### src/rtl/fbma_pkg.sv
package fbma_pkg;

   localparam int WORD_W    = 32;
   localparam int COUNT_W   = 18;
   localparam int CSR_IDX_W = 1;

   localparam logic [CSR_IDX_W-1:0] CSR_DATA_START  = 1'b0;
   localparam logic [CSR_IDX_W-1:0] CSR_BLOCK_COUNT = 1'b1;

   localparam logic OP_MAP      = 1'b0;
   localparam logic OP_NEW_FILE = 1'b1;

   localparam logic [1:0] STAT_OK    = 2'd0;
   localparam logic [1:0] STAT_RANGE = 2'd1;
   localparam logic [1:0] STAT_FULL  = 2'd2;

   typedef enum logic [0:0] {
      ALU_ADD,
      ALU_SUB
   } alu_op_type;

   typedef struct packed {
      logic borrow;
      logic zero;
   } alu_flags_type;

   typedef struct packed {
      logic rd_en;
      logic wr_en;
   } mem_ctl_type;

   typedef enum logic [3:0] {
      ST_IDLE,
      ST_CHECK,
      ST_SEL,
      ST_SPLIT,
      ST_PRD,
      ST_PCHK,
      ST_ALIM,
      ST_AADD,
      ST_CLR,
      ST_IRD,
      ST_ICHK,
      ST_RESP
   } fbma_state_type;

   // Which pointer the current lookup or allocation works on.
   typedef enum logic [1:0] {
      TGT_DIRECT,
      TGT_IPTR,
      TGT_ENTRY
   } fbma_tgt_type;

endpackage

### src/rtl/fbma_alu.sv
module fbma_alu (
   input  logic [fbma_pkg::WORD_W-1:0] opa,
   input  logic [fbma_pkg::WORD_W-1:0] opb,
   input  fbma_pkg::alu_op_type        op,
   output logic [fbma_pkg::WORD_W-1:0] res,
   output fbma_pkg::alu_flags_type     flags
);

   logic [fbma_pkg::WORD_W-1:0] b_eff;
   logic                        cin;
   logic [fbma_pkg::WORD_W:0]   sum;

   always_comb begin
      case (op)
         fbma_pkg::ALU_SUB: begin
            b_eff = ~opb;
            cin   = 1'b1;
         end
         default: begin
            b_eff = opb;
            cin   = 1'b0;
         end
      endcase
      sum = {1'b0, opa} + {1'b0, b_eff} + {{fbma_pkg::WORD_W{1'b0}}, cin};
   end

   assign res          = sum[fbma_pkg::WORD_W-1:0];
   // A subtraction borrows when there is no carry out of the top bit.
   assign flags.borrow = cin & ~sum[fbma_pkg::WORD_W];
   assign flags.zero   = (sum[fbma_pkg::WORD_W-1:0] == '0);

endmodule

### src/rtl/fbma_ptr_table.sv
module fbma_ptr_table #(
   parameter int SLOTS = 13
) (
   input  logic                        clock,
   input  logic                        reset,
   input  fbma_pkg::mem_ctl_type       ctl,
   input  logic                        clear_all,
   input  logic [$clog2(SLOTS)-1:0]    addr,
   input  logic [fbma_pkg::WORD_W-1:0] wdata,
   output logic [fbma_pkg::WORD_W-1:0] rdata
);

   logic [fbma_pkg::WORD_W-1:0] mem [SLOTS];
   logic [SLOTS-1:0]            valid_ff;
   logic [fbma_pkg::WORD_W-1:0] rd_data_ff;
   logic                        rd_valid_ff;

   // A slot without its valid bit reads as a missing pointer.
   always_ff @(posedge clock) begin
      if (reset || clear_all) begin
         valid_ff <= '0;
      end else if (ctl.wr_en) begin
         valid_ff[addr] <= 1'b1;
      end
   end

   always_ff @(posedge clock) begin
      if (ctl.wr_en) begin
         mem[addr] <= wdata;
      end
      if (ctl.rd_en) begin
         rd_data_ff  <= mem[addr];
         rd_valid_ff <= valid_ff[addr];
      end
   end

   assign rdata = rd_valid_ff ? rd_data_ff : '0;

endmodule

### src/rtl/fbma_ind_ram.sv
module fbma_ind_ram #(
   parameter int WORDS = 128
) (
   input  logic                        clock,
   input  fbma_pkg::mem_ctl_type       ctl,
   input  logic [$clog2(WORDS)-1:0]    addr,
   input  logic [fbma_pkg::WORD_W-1:0] wdata,
   output logic [fbma_pkg::WORD_W-1:0] rdata
);

   logic [fbma_pkg::WORD_W-1:0] mem [WORDS];
   logic [fbma_pkg::WORD_W-1:0] rd_data_ff;

   always_ff @(posedge clock) begin
      if (ctl.wr_en) begin
         mem[addr] <= wdata;
      end
      if (ctl.rd_en) begin
         rd_data_ff <= mem[addr];
      end
   end

   assign rdata = rd_data_ff;

endmodule

### src/rtl/file_block_map_allocator.sv
// Flow of a request: new_file and an offset out of range answer after the range check; a mapped
// offset selects a direct slot or splits into an indirect slot and entry, reads the pointer,
// and for an indirect entry also reads the entry; a zero pointer takes a block if one is free,
// and taking an indirect block clears its BLOCK_BYTES/4 entries.
// One shared 32-bit add/subtract unit serves these steps; one request is in flight at a time,
// and the next request beat is taken in the cycle after the result is loaded. Reset clears the
// pointer valid bits and the allocation count, with no sweep.
module file_block_map_allocator #(
   parameter int BLOCK_BYTES    = 512,
   parameter int DIRECT_SLOTS   = 12,
   parameter int INDIRECT_SLOTS = 1,
   parameter int DATA_BLOCKS    = 131072
) (
   input  logic                           clock,
   input  logic                           reset,
   input  logic                           req_valid,
   output logic                           req_stall,
   input  logic                           req_opcode,
   input  logic [31:0]                    req_byte_offset,
   output logic                           rsp_valid,
   input  logic                           rsp_stall,
   output logic [31:0]                    rsp_block_number,
   output logic [1:0]                     rsp_status,
   output logic [1:0]                     rsp_allocated_count,
   input  logic                           csr_wr_en,
   input  logic [fbma_pkg::CSR_IDX_W-1:0] csr_index,
   input  logic [31:0]                    csr_wr_data
);

   localparam int PTRS           = BLOCK_BYTES / 4;
   localparam int TABLE_SLOTS    = DIRECT_SLOTS + INDIRECT_SLOTS;
   localparam int IND_WORDS      = INDIRECT_SLOTS * PTRS;
   localparam int MAX_BLOCKS     = DIRECT_SLOTS + IND_WORDS;
   localparam int MAX_FILE_BYTES = MAX_BLOCKS * BLOCK_BYTES;
   localparam int QW  = $clog2(MAX_BLOCKS);
   localparam int BB_SHIFT = $clog2(BLOCK_BYTES);
   localparam int TW  = $clog2(TABLE_SLOTS);
   localparam int IAW = $clog2(IND_WORDS);
   localparam int PW  = $clog2(PTRS);
   localparam int IW  = (INDIRECT_SLOTS > 1) ? $clog2(INDIRECT_SLOTS) : 1;
   localparam int FW  = $clog2(DATA_BLOCKS + 1);
   localparam logic [FW-1:0] LIMIT_RESET =
      (DATA_BLOCKS > 131072) ? FW'(131072) : FW'(DATA_BLOCKS);

   fbma_pkg::fbma_state_type state_ff, state_in;
   fbma_pkg::fbma_tgt_type   tgt_ff, tgt_in;

   logic            op_ff, op_in;
   logic [31:0]     off_ff, off_in;
   logic [QW-1:0]   quot_ff, quot_in;
   logic [QW-1:0]   rel_ff, rel_in;
   logic [IW-1:0]   ind_ff, ind_in;
   logic [TW-1:0]   slot_ff, slot_in;
   logic [IAW-1:0]  ent_addr_ff, ent_addr_in;
   logic [IAW-1:0]  ind_base_ff, ind_base_in;
   logic [PW-1:0]   clr_cnt_ff, clr_cnt_in;
   logic [31:0]     blk_ff, blk_in;
   logic [1:0]      status_ff, status_in;
   logic [1:0]      taken_ff, taken_in;
   logic [FW-1:0]   fill_ff, fill_in;
   logic [31:0]     start_ff, start_in;
   logic [FW-1:0]   limit_ff, limit_in;
   logic            rsp_valid_ff, rsp_valid_in;
   logic [31:0]     rsp_blk_ff, rsp_blk_in;
   logic [1:0]      rsp_status_ff, rsp_status_in;
   logic [1:0]      rsp_taken_ff, rsp_taken_in;

   logic [31:0]                   alu_a, alu_b, alu_res;
   fbma_pkg::alu_op_type          alu_op;
   fbma_pkg::alu_flags_type       alu_flags;
   fbma_pkg::mem_ctl_type         ptr_ctl, ind_ctl;
   logic                          ptr_clear;
   logic [31:0]                   ptr_rdata, ind_rdata, ind_wdata;
   logic [IAW-1:0]                ind_addr;
   logic                          split_more;
   logic                          out_free;
   logic [fbma_pkg::COUNT_W-1:0]  csr_count;

   // Taken blocks always form a prefix of the bitmap, so a fill count stands for it.
   assign split_more = !alu_flags.borrow && (ind_ff != IW'(INDIRECT_SLOTS - 1));
   assign out_free   = !rsp_valid_ff || !rsp_stall;
   assign csr_count  = csr_wr_data[fbma_pkg::COUNT_W-1:0];

   fbma_alu u_alu (
      .opa   (alu_a),
      .opb   (alu_b),
      .op    (alu_op),
      .res   (alu_res),
      .flags (alu_flags)
   );

   fbma_ptr_table #(
      .SLOTS (TABLE_SLOTS)
   ) u_ptr_table (
      .clock     (clock),
      .reset     (reset),
      .ctl       (ptr_ctl),
      .clear_all (ptr_clear),
      .addr      (slot_ff),
      .wdata     (alu_res),
      .rdata     (ptr_rdata)
   );

   fbma_ind_ram #(
      .WORDS (IND_WORDS)
   ) u_ind_ram (
      .clock (clock),
      .ctl   (ind_ctl),
      .addr  (ind_addr),
      .wdata (ind_wdata),
      .rdata (ind_rdata)
   );

   // Next state.
   always_comb begin
      state_in = state_ff;
      case (state_ff)
         fbma_pkg::ST_IDLE: begin
            if (req_valid) begin
               state_in = fbma_pkg::ST_CHECK;
            end
         end
         fbma_pkg::ST_CHECK: begin
            if (op_ff == fbma_pkg::OP_NEW_FILE || !alu_flags.borrow) begin
               state_in = fbma_pkg::ST_RESP;
            end else begin
               state_in = fbma_pkg::ST_SEL;
            end
         end
         fbma_pkg::ST_SEL: begin
            state_in = alu_flags.borrow ? fbma_pkg::ST_PRD : fbma_pkg::ST_SPLIT;
         end
         fbma_pkg::ST_SPLIT: begin
            if (!split_more) begin
               state_in = fbma_pkg::ST_PRD;
            end
         end
         fbma_pkg::ST_PRD: begin
            state_in = fbma_pkg::ST_PCHK;
         end
         fbma_pkg::ST_PCHK: begin
            if (alu_flags.zero) begin
               state_in = fbma_pkg::ST_ALIM;
            end else if (tgt_ff == fbma_pkg::TGT_IPTR) begin
               state_in = fbma_pkg::ST_IRD;
            end else begin
               state_in = fbma_pkg::ST_RESP;
            end
         end
         fbma_pkg::ST_ALIM: begin
            state_in = alu_flags.borrow ? fbma_pkg::ST_AADD : fbma_pkg::ST_RESP;
         end
         fbma_pkg::ST_AADD: begin
            state_in = (tgt_ff == fbma_pkg::TGT_IPTR) ? fbma_pkg::ST_CLR : fbma_pkg::ST_RESP;
         end
         fbma_pkg::ST_CLR: begin
            if (clr_cnt_ff == PW'(PTRS - 1)) begin
               state_in = fbma_pkg::ST_ALIM;
            end
         end
         fbma_pkg::ST_IRD: begin
            state_in = fbma_pkg::ST_ICHK;
         end
         fbma_pkg::ST_ICHK: begin
            state_in = alu_flags.zero ? fbma_pkg::ST_ALIM : fbma_pkg::ST_RESP;
         end
         fbma_pkg::ST_RESP: begin
            if (out_free) begin
               state_in = fbma_pkg::ST_IDLE;
            end
         end
         default: begin
            state_in = fbma_pkg::ST_IDLE;
         end
      endcase
   end

   // Sequencer outputs: shared unit operands and memory controls.
   always_comb begin
      alu_a     = '0;
      alu_b     = '0;
      alu_op    = fbma_pkg::ALU_SUB;
      ptr_ctl   = '0;
      ptr_clear = 1'b0;
      ind_ctl   = '0;
      ind_addr  = ent_addr_ff;
      ind_wdata = alu_res;
      req_stall = 1'b1;
      case (state_ff)
         fbma_pkg::ST_IDLE: begin
            req_stall = 1'b0;
         end
         fbma_pkg::ST_CHECK: begin
            alu_a     = off_ff;
            alu_b     = 32'(MAX_FILE_BYTES);
            ptr_clear = (op_ff == fbma_pkg::OP_NEW_FILE);
         end
         fbma_pkg::ST_SEL: begin
            alu_a = 32'(quot_ff);
            alu_b = 32'(DIRECT_SLOTS);
         end
         fbma_pkg::ST_SPLIT: begin
            alu_a = 32'(rel_ff);
            alu_b = 32'(PTRS);
         end
         fbma_pkg::ST_PRD: begin
            ptr_ctl.rd_en = 1'b1;
         end
         fbma_pkg::ST_PCHK: begin
            alu_a = ptr_rdata;
         end
         fbma_pkg::ST_ALIM: begin
            alu_a = 32'(fill_ff);
            alu_b = 32'(limit_ff);
         end
         fbma_pkg::ST_AADD: begin
            alu_a  = start_ff;
            alu_b  = 32'(fill_ff);
            alu_op = fbma_pkg::ALU_ADD;
            if (tgt_ff == fbma_pkg::TGT_ENTRY) begin
               ind_ctl.wr_en = 1'b1;
            end else begin
               ptr_ctl.wr_en = 1'b1;
            end
         end
         fbma_pkg::ST_CLR: begin
            ind_ctl.wr_en = 1'b1;
            ind_addr      = ind_base_ff + IAW'(clr_cnt_ff);
            ind_wdata     = '0;
         end
         fbma_pkg::ST_IRD: begin
            ind_ctl.rd_en = 1'b1;
         end
         fbma_pkg::ST_ICHK: begin
            alu_a = ind_rdata;
         end
         default: begin
            alu_a = '0;
         end
      endcase
   end

   // Datapath next values.
   always_comb begin
      op_in       = op_ff;
      off_in      = off_ff;
      quot_in     = quot_ff;
      rel_in      = rel_ff;
      ind_in      = ind_ff;
      slot_in     = slot_ff;
      ent_addr_in = ent_addr_ff;
      ind_base_in = ind_base_ff;
      clr_cnt_in  = clr_cnt_ff;
      tgt_in      = tgt_ff;
      blk_in      = blk_ff;
      status_in   = status_ff;
      taken_in    = taken_ff;
      fill_in     = fill_ff;
      start_in    = start_ff;
      limit_in    = limit_ff;

      rsp_valid_in  = rsp_valid_ff & rsp_stall;
      rsp_blk_in    = rsp_blk_ff;
      rsp_status_in = rsp_status_ff;
      rsp_taken_in  = rsp_taken_ff;

      if (csr_wr_en) begin
         case (csr_index)
            fbma_pkg::CSR_DATA_START: begin
               start_in = csr_wr_data;
            end
            fbma_pkg::CSR_BLOCK_COUNT: begin
               if ({14'd0, csr_count} > 32'(DATA_BLOCKS)) begin
                  limit_in = FW'(DATA_BLOCKS);
               end else begin
                  limit_in = FW'(csr_count);
               end
            end
            default: begin
               start_in = start_ff;
            end
         endcase
      end

      case (state_ff)
         fbma_pkg::ST_IDLE: begin
            if (req_valid) begin
               op_in  = req_opcode;
               off_in = req_byte_offset;
            end
         end
         fbma_pkg::ST_CHECK: begin
            blk_in    = '0;
            status_in = fbma_pkg::STAT_OK;
            taken_in  = '0;
            if (op_ff != fbma_pkg::OP_NEW_FILE && !alu_flags.borrow) begin
               status_in = fbma_pkg::STAT_RANGE;
            end
            // Block sizes are powers of two, so the block index is a plain shift.
            quot_in = QW'(off_ff >> BB_SHIFT);
         end
         fbma_pkg::ST_SEL: begin
            slot_in = quot_ff[TW-1:0];
            tgt_in  = fbma_pkg::TGT_DIRECT;
            rel_in  = alu_res[QW-1:0];
            ind_in  = '0;
         end
         fbma_pkg::ST_SPLIT: begin
            if (split_more) begin
               rel_in = alu_res[QW-1:0];
               ind_in = ind_ff + IW'(1);
            end else begin
               slot_in     = TW'(DIRECT_SLOTS) + TW'(ind_ff);
               ind_base_in = IAW'(ind_ff) * IAW'(PTRS);
               ent_addr_in = IAW'(ind_ff) * IAW'(PTRS) + IAW'(rel_ff);
               tgt_in      = fbma_pkg::TGT_IPTR;
            end
         end
         fbma_pkg::ST_PCHK: begin
            if (!alu_flags.zero) begin
               if (tgt_ff == fbma_pkg::TGT_IPTR) begin
                  tgt_in = fbma_pkg::TGT_ENTRY;
               end else begin
                  blk_in = ptr_rdata;
               end
            end
         end
         fbma_pkg::ST_ALIM: begin
            if (!alu_flags.borrow) begin
               status_in = fbma_pkg::STAT_FULL;
            end
         end
         fbma_pkg::ST_AADD: begin
            fill_in  = fill_ff + FW'(1);
            taken_in = taken_ff + 2'd1;
            if (tgt_ff == fbma_pkg::TGT_IPTR) begin
               clr_cnt_in = '0;
            end else begin
               blk_in = alu_res;
            end
         end
         fbma_pkg::ST_CLR: begin
            clr_cnt_in = clr_cnt_ff + PW'(1);
            if (clr_cnt_ff == PW'(PTRS - 1)) begin
               tgt_in = fbma_pkg::TGT_ENTRY;
            end
         end
         fbma_pkg::ST_ICHK: begin
            if (!alu_flags.zero) begin
               blk_in = ind_rdata;
            end
         end
         fbma_pkg::ST_RESP: begin
            if (out_free) begin
               rsp_valid_in  = 1'b1;
               rsp_blk_in    = blk_ff;
               rsp_status_in = status_ff;
               rsp_taken_in  = taken_ff;
            end
         end
         default: begin
            tgt_in = tgt_ff;
         end
      endcase
   end

   always_ff @(posedge clock) begin
      if (reset) begin
         state_ff     <= fbma_pkg::ST_IDLE;
         fill_ff      <= '0;
         start_ff     <= '0;
         limit_ff     <= LIMIT_RESET;
         rsp_valid_ff <= 1'b0;
      end else begin
         state_ff     <= state_in;
         fill_ff      <= fill_in;
         start_ff     <= start_in;
         limit_ff     <= limit_in;
         rsp_valid_ff <= rsp_valid_in;
      end
   end

   always_ff @(posedge clock) begin
      op_ff         <= op_in;
      off_ff        <= off_in;
      quot_ff       <= quot_in;
      rel_ff        <= rel_in;
      ind_ff        <= ind_in;
      slot_ff       <= slot_in;
      ent_addr_ff   <= ent_addr_in;
      ind_base_ff   <= ind_base_in;
      clr_cnt_ff    <= clr_cnt_in;
      tgt_ff        <= tgt_in;
      blk_ff        <= blk_in;
      status_ff     <= status_in;
      taken_ff      <= taken_in;
      rsp_blk_ff    <= rsp_blk_in;
      rsp_status_ff <= rsp_status_in;
      rsp_taken_ff  <= rsp_taken_in;
   end

   assign rsp_valid           = rsp_valid_ff;
   assign rsp_block_number    = rsp_blk_ff;
   assign rsp_status          = rsp_status_ff;
   assign rsp_allocated_count = rsp_taken_ff;

   // Only the add step of an allocation may move the fill count.
   assert property (@(posedge clock) disable iff (reset)
      (state_ff != fbma_pkg::ST_AADD) |=> $stable(fill_ff))
      else $error("fill count changed outside an allocation");

   assert property (@(posedge clock) disable iff (reset)
      (state_ff == fbma_pkg::ST_RESP && status_ff != fbma_pkg::STAT_OK) |-> (blk_ff == '0))
      else $error("error result carries a nonzero block number");

   assert property (@(posedge clock) disable iff (reset)
      (state_ff == fbma_pkg::ST_RESP && status_ff == fbma_pkg::STAT_RANGE) |->
      (taken_ff == 2'd0))
      else $error("out-of-range request took a block");

   assert property (@(posedge clock) disable iff (reset)
      fill_ff <= FW'(DATA_BLOCKS))
      else $error("fill count beyond bitmap size");

endmodule

### config.mk
export PLATFORM = sky130hd
export DESIGN_NAME = file_block_map_allocator
export DESIGN_NICKNAME = d
export VERILOG_FILES = /design/src/rtl/fbma_pkg.sv /design/src/rtl/fbma_alu.sv /design/src/rtl/fbma_ptr_table.sv /design/src/rtl/fbma_ind_ram.sv /design/src/rtl/file_block_map_allocator.sv
export SDC_FILE = /design/constraint.sdc
export NUM_CORES = 2
export LEC_CHECK = 0
export BUFFER_PORTS_ARGS = -buffer_cell sky130_fd_sc_hd__buf_2
export CAP_MARGIN = 10
export CELL_PAD_IN_SITES_DETAIL_PLACEMENT = 1
export CELL_PAD_IN_SITES_GLOBAL_PLACEMENT = 2
export CORE_MARGIN = 3
export CORE_UTILIZATION = 50
export CTS_BUF_LIST = sky130_fd_sc_hd__clkbuf_8
export CTS_CLUSTER_SIZE = 12
export DETAILED_ROUTE_END_ITERATION = 8
export HOLD_SLACK_MARGIN = 0.12
export PLACE_DENSITY_LB_ADDON = 0.12
export SLEW_MARGIN = 20
export SYNTH_ARGS = -nofsm -noshare
export SYNTH_HDL_FRONTEND = slang
export SYNTH_MEMORY_MAX_BITS = 65536
export SYNTH_SLANG_ARGS = --single-unit
### constraint.sdc
create_clock -name clock -period 11 [get_ports clock]
set_clock_uncertainty 0.05 [all_clocks]
set_input_delay 1.65 -clock clock [delete_from_list [all_inputs] [get_ports clock]]
set_output_delay 1.65 -clock clock [all_outputs]
set_load 0.03 [all_outputs]
# Yosys cells after proc, flatten, opt, wreduce, memory -nomap -nowiden
# Memories as Yosys holds them, arrays and structs flattened. A register that Yosys moved wholly into a read port is not among the register bits.
# Cells that the tools add are included.
# totals
regBits,229
ramBits,4512
inputBits,71
elab_cells,157
n_memories,2
# classes
addsub,7
n_lt_le_gt_ge,3
eq_ne,26
mux,60
bitwise,8
n_reduce_logical,29
# memory_table
name,words,width,rd,rd_clocked_by_memory_dff,write_ports,line_no,rtl
u_ind_ram.mem,128,32,1,1,1,fbma_ind_ram.sv:11,logic [fbma_pkg::WORD_W-1:0] mem [WORDS];
u_ptr_table.mem,13,32,1,1,1,fbma_ptr_table.sv:13,logic [fbma_pkg::WORD_W-1:0] mem [SLOTS];
# op_table
operator,count
$mux W32,7
$pmux W32 S7,1
$pmux W32 S4,1
$pmux W18 S5,1
$pmux W4 S12,1
$mux W4,9
$add A32 B32 Y33,1
$add A33 B1 Y33,1
$logic_not A32 Y1,1
$not A18 Y32,1
$ne A2 B2 Y1 const B,12
$add A18 B1 Y18 const B,1
$gt A18 B18 Y1 const B,1
$mux W1,18
$mux W18,1
$reduce_and A2 Y1,9
$eq A4 B3 Y1 const B,4
$eq A4 B4 Y1 const B,4
$pmux W8 S2,1
$mux W2,7
$mux W7,2
$pmux W7 S2,1
$or A13 B13 Y13,1
$reduce_and A5 Y1,2
28 further kinds,45

# Longest topological paths before layout
# depth
word_depth,12
depth_mapped,26
depth_no_buf,20

# Hierarchy
# Synthesis repeated with hierarchy kept, for this count alone.
# unflattened
cells_unflattened,10915
area_unflattened_um2,186292.4
# modules_own_cells
mod,instances,cells_per_inst,area_each_um2
fbma_ind_ram,1,8954,157577.4
fbma_ptr_table,1,812,17314.1
file_block_map_allocator,1,859,9281.4
fbma_alu,1,290,2119.5

# Least setup slack after synthesis
# OpenSTA, ideal clock, no wires.
# synth_path
path_type,reg-to-reg
start,register state_ff[1]
end,memory u_ind_ram.mem[0][26] (netlist name) (data pin)
setup_ps,798
t_arrival_ps,7760
t_required_ps,10152
setup_slack_ps,2392
stages_incl_launch_ff,22
n_path_buf,7
synth_period_minus_slack_ps,8608
path_cell_list,dfxtp_1 > buf_2 > buf_2 > nand2_1 > nor2_1 > clkbuf_1 > clkbuf_1 > clkbuf_1 > buf_1 > clkbuf_1 > a221oi_1 > ha_1 > a21o_1 > a221oi_1 > o31ai_1 > nand3_1 > nor4b_1 > o21a_1 > nor3_1 > a21oi_1 > xor2_1 > nor2_1
# synth_via
elab_chain_len,7
elab_cells_between_ends,16
classes_between,2 x add/sub; 8 x eq/ne; 5 x mux; 1 x bitwise
# synth_rtl
item,line_no,rtl
"start, declared",file_block_map_allocator.sv:45,"fbma_pkg::fbma_state_type state_ff, state_in;"
"start signal, assigned",file_block_map_allocator.sv:369,state_ff <= fbma_pkg::ST_IDLE;
"start signal, assigned",file_block_map_allocator.sv:375,state_ff <= state_in;
"$eq A4 B3 Y1, or another cell as far along",file_block_map_allocator.sv:189,case (state_ff)
$pmux W18 S5,file_block_map_allocator.sv:189,
$not A18 Y32,fbma_alu.sv:16,b_eff = ~opb;
$mux W32,fbma_alu.sv:14,case (op)
$add A32 B32 Y33,fbma_alu.sv:24,"sum = {1'b0, opa} + {1'b0, b_eff} + {{fbma_pkg::WORD_W{1'b0}}, cin};"
$add A33 B1 Y33,fbma_alu.sv:24,
$mux W32 (*),file_block_map_allocator.sv:189,
net ind_wdata[26],file_block_map_allocator.sv:73,"logic [31:0] ptr_rdata, ind_rdata, ind_wdata;"
"end, declared",fbma_ind_ram.sv:11,
# Mark *: on every way through the listed nets, which the timed path passes. The rest lies on a longest branch.

# Worst setup path in the final report
# layout_path
start,register state_ff[1]
end,memory u_ind_ram.mem[16][26] (netlist name) (data pin)
# Same word-level chain as after synthesis.

==> results.sh <==
export IMPL_syn_area_per_cell_sq_um=17.2
export IMPL_synth_edf_count=4719
export IMPL_p_int_mw=40.9
export IMPL_p_total_mw=65.9
export IMPL_clkPwrFrac=0.212
export IMPL_critPathCaptureType="register"
export IMPL_ios=109
export IMPL_vias=113000
export IMPL_syn_nets=10500
export IMPL_yosysSeqAreaShare=0.800
export IMPL_ys_async_sr_fraction=0
export IMPL_start_util=0.503
export IMPL_die_area_sq_um=366000
export IMPL_grt_total_usage=0.364
export IMPL_dr_wl_met2_mm=304
export IMPL_clk_latency_ns=1.27
export IMPL_worstPathCellList="nor2_1 > nand2_1 > inv_1 > buf_4 > a22oi_1 > nand3_1 > fa_1 > a21o_1 > a221oi_1 > o31ai_1 > nand3_1 > nor4b_1 > o21a_1 > nor3_1 > a21oi_1 > xor2_1 > nor2_4 > buf_4"
export IMPL_clk_pin_slew_ns=0.07
export IMPL_die_x_um=605
export IMPL_cp_data_arrival_time_ns=9.16
export IMPL_overflow=0
export IMPL_gp_congestion=0.919
export IMPL_area_growth_pct=13.2
export IMPL_slowest_delay_ns=1.03
export IMPL_drt_met1_wl_mm=260
export IMPL_cts_inserted_buffers=764
export IMPL_cts_hold_buf=0
export IMPL_crit_cells=18
export IMPL_synthFlopType="edfxtp_1"
export IMPL_whs_ns=0.378
export IMPL_syn_cell_area_sq_um=179000
export IMPL_p_switching_mw=25.0
export IMPL_cts_resized=0
export IMPL_swShare=0.380
export IMPL_cts_htree_levels=6
export IMPL_dp_cells=15100
export IMPL_pwr_share_comb=0.312
export IMPL_hold_viol=0
export IMPL_syn_inst=10400
export IMPL_grt_pass1_vias=112000
export IMPL_powerDensity_nw_per_um2=325
export IMPL_drc=0
export IMPL_finalCritPeriodShare=0.755
export IMPL_initialDrtViolationCount=19100
export IMPL_setup_viol=0
export IMPL_nets=11200
export IMPL_r2r_cells=18
export IMPL_crit_family="simple AND/OR/NAND/NOR gates"
export IMPL_grt_max_degree=129
export IMPL_die_y_um=605
export IMPL_grt_pass1_wl_mm=921
export IMPL_crit_buf_inv=3
export IMPL_slew_headroom=0.130
export IMPL_cts_sinks=4805
export IMPL_p_leak_nw=64.2
export IMPL_vias_per_cell=6.84
export IMPL_synth_top_cell_area_share=0.791
export IMPL_cts_tree="yes"
export IMPL_ir_drop_v=0.000825
export IMPL_cp_data_required_time_ns=11.85
export IMPL_rsz0062_at_grt="false"
export IMPL_drv_slew=0
export IMPL_met3WireLength_mm=76.3
export IMPL_top_layer_used="met5"
export IMPL_path_class="register to register"
export IMPL_final_cells=16500
export IMPL_clockBufferDepth=4
export IMPL_synth_cell_types=89
export IMPL_yosys_top_cells_area="edfxtp_1, a22oi_1, nand2_1, mux4_2, a221oi_1"
export IMPL_grt_antenna_before_repair=66
export IMPL_ys_ff_latch=4805
export IMPL_ant_nets=0
export IMPL_rows=219
export IMPL_critPathLaunchType="register"
export IMPL_hpwl_mm=395
export IMPL_status="finished, final reports clean"
export IMPL_synth_top_area_cell="edfxtp_1"
export IMPL_cts_root_buf="clkbuf_8"
export IMPL_drt_wl_total_mm=677
export IMPL_core_sq_um=356000
export IMPL_tightestPinTransition_ns=1.29
export IMPL_fmax_ghz=0.120
export IMPL_first_pass_iters=7
export IMPL_max_cap_viol_count=0
export IMPL_crit_fanout=95
export IMPL_hold_depth=0
export IMPL_sequentialPowerShare=0.475
export IMPL_finalSetupTns_ns=0
export IMPL_post_cts_buffers=0
export IMPL_cpMaxStageDelayCell="dfxtp_1"
export IMPL_port_buffer_count=108
export IMPL_hp_class="register to register"
export IMPL_yosysWarnings=0
export IMPL_drive_gt1_frac=0.165
export IMPL_finalCriticalPeriod_ns=8.30
export IMPL_post_drt_wl_per_cell_um=41.0
per-layer routing:
| layer | up-vias | global-route usage |
|---|---|---|
| li1 | 44200 | - |
| met1 | 59300 | 0.507 |
| met2 | 7822 | 0.548 |
| met3 | 1430 | 0.0790 |
| met4 | 18 | 0.178 |
| met5 | - | 0 |
area by class of cell:
cell class	instances	area, sq um
fill	31900	153000
sequential	4805	143000
multi-input combinational	4905	35000
clock buffer	781	10700
tap	4751	5940
timing repair buffer	580	4770
clock inverter	576	2820
inverter	48	180
antenna	48	120
power by group through the flow:
stage                     clock, mW  sequential, mW  combinational [mW]
after floorplan                   0            32.4                8.23
after global placement            0            31.7                18.8
after detailed placement          0            31.7                20.0
after CTS                      14.1            31.3                20.0
after global routing           15.0            31.3                21.2
final                          14.0            31.3                20.6
registers in the layout (all words and copies together) (netlist names), 4 cells and up:
signal	count
u_ind_ram.mem	4096
u_ptr_table.mem	416
blk_ff	32
off_ff	32
rsp_block_number	32
start_ff	32
u_ind_ram.rdata	32
u_ptr_table.rd_data_ff	32
fill_ff	18
limit_ff	18
u_ptr_table.valid_ff	13
quot_ff	8
rel_ff	8
clr_cnt_ff	7
ent_addr_ff	7
slot_ff	4
state_ff	4
path summary, 6_finish.rpt:
path / startpoint / endpoint / slack (ns)
setup / recovery: state_ff[1] / u_ind_ram.mem[16][26] / 2.70
hold / removal: blk_ff[11] / rsp_block_number[11] / 0.38
setup reg to reg: state_ff[1] / u_ind_ram.mem[16][26] / 2.70
hold reg to reg: blk_ff[11] / rsp_block_number[11] / 0.38
cell usage in the layout, fill, tap and decap left out, drive strengths merged, types with 36 or more instances in the layout:
cell | synthesis | layout
nand2 | 948 | 948
o21ai | 174 | 174
nor3 | 36 | 36
o22ai | 43 | 43
a21oi | 517 | 517
nand4 | 50 | 50
a221oi | 322 | 322
a22o | 205 | 205
buf | 312 | 580
diode | 0 | 48
a41oi | 79 | 79
clkinv | 0 | 258
nor4 | 92 | 92
mux2i | 132 | 132
dfxtp | 86 | 86
a31oi | 324 | 324
nand3 | 62 | 62
edfxtp | 4719 | 4719
nor2 | 323 | 323
mux4 | 132 | 132
clkbuf | 366 | 781
inv | 48 | 345
a22oi | 1074 | 1074
through the flow:
| step | util | instance area, sq um | setup slack (ns) |
|---|---|---|---|
| floorplan | - | 179000 | 2.39 |
| global placement | 0.529 | 189000 | 2.17 |
| detailed placement | 0.531 | 189000 | 3.02 |
| CTS | 0.569 | 203000 | 2.97 |
| global route | 0.569 | 203000 | 2.32 |
| finish | 0.569 | 203000 | 2.70 |
kinds of logic after synthesis:
| family | after synthesis | synth area share |
|---|---|---|
| AND/OR/NAND/NOR | 1633 | 0.0395 |
| flip-flops | 4805 | 0.800 |
| AO/OA/AOI/OAI | 2930 | 0.116 |
| multiplexers | 266 | 0.0241 |
| XOR/XNOR | 55 | 0.00269 |
| adder cells (fa/ha/maj) | 21 | 0.00151 |
| buffers and inverters | 726 | 0.0160 |
cells in the mapped netlist (all sizes together) (35+ instances only):
cell and count:
dfxtp 86, nor2 323, nand4 50, nand3 62, o21ai 174, mux4 132, mux2i 132, a221oi 322
nor4 92, a21oi 517, a22oi 1074, a22o 205, a41oi 79, a31oi 324, nand2 948, buf 312
edfxtp 4719, clkbuf 366, inv 48, o22ai 43, xnor2 35, nor3 36
Note: power is estimated with default switching activity, not from simulation.
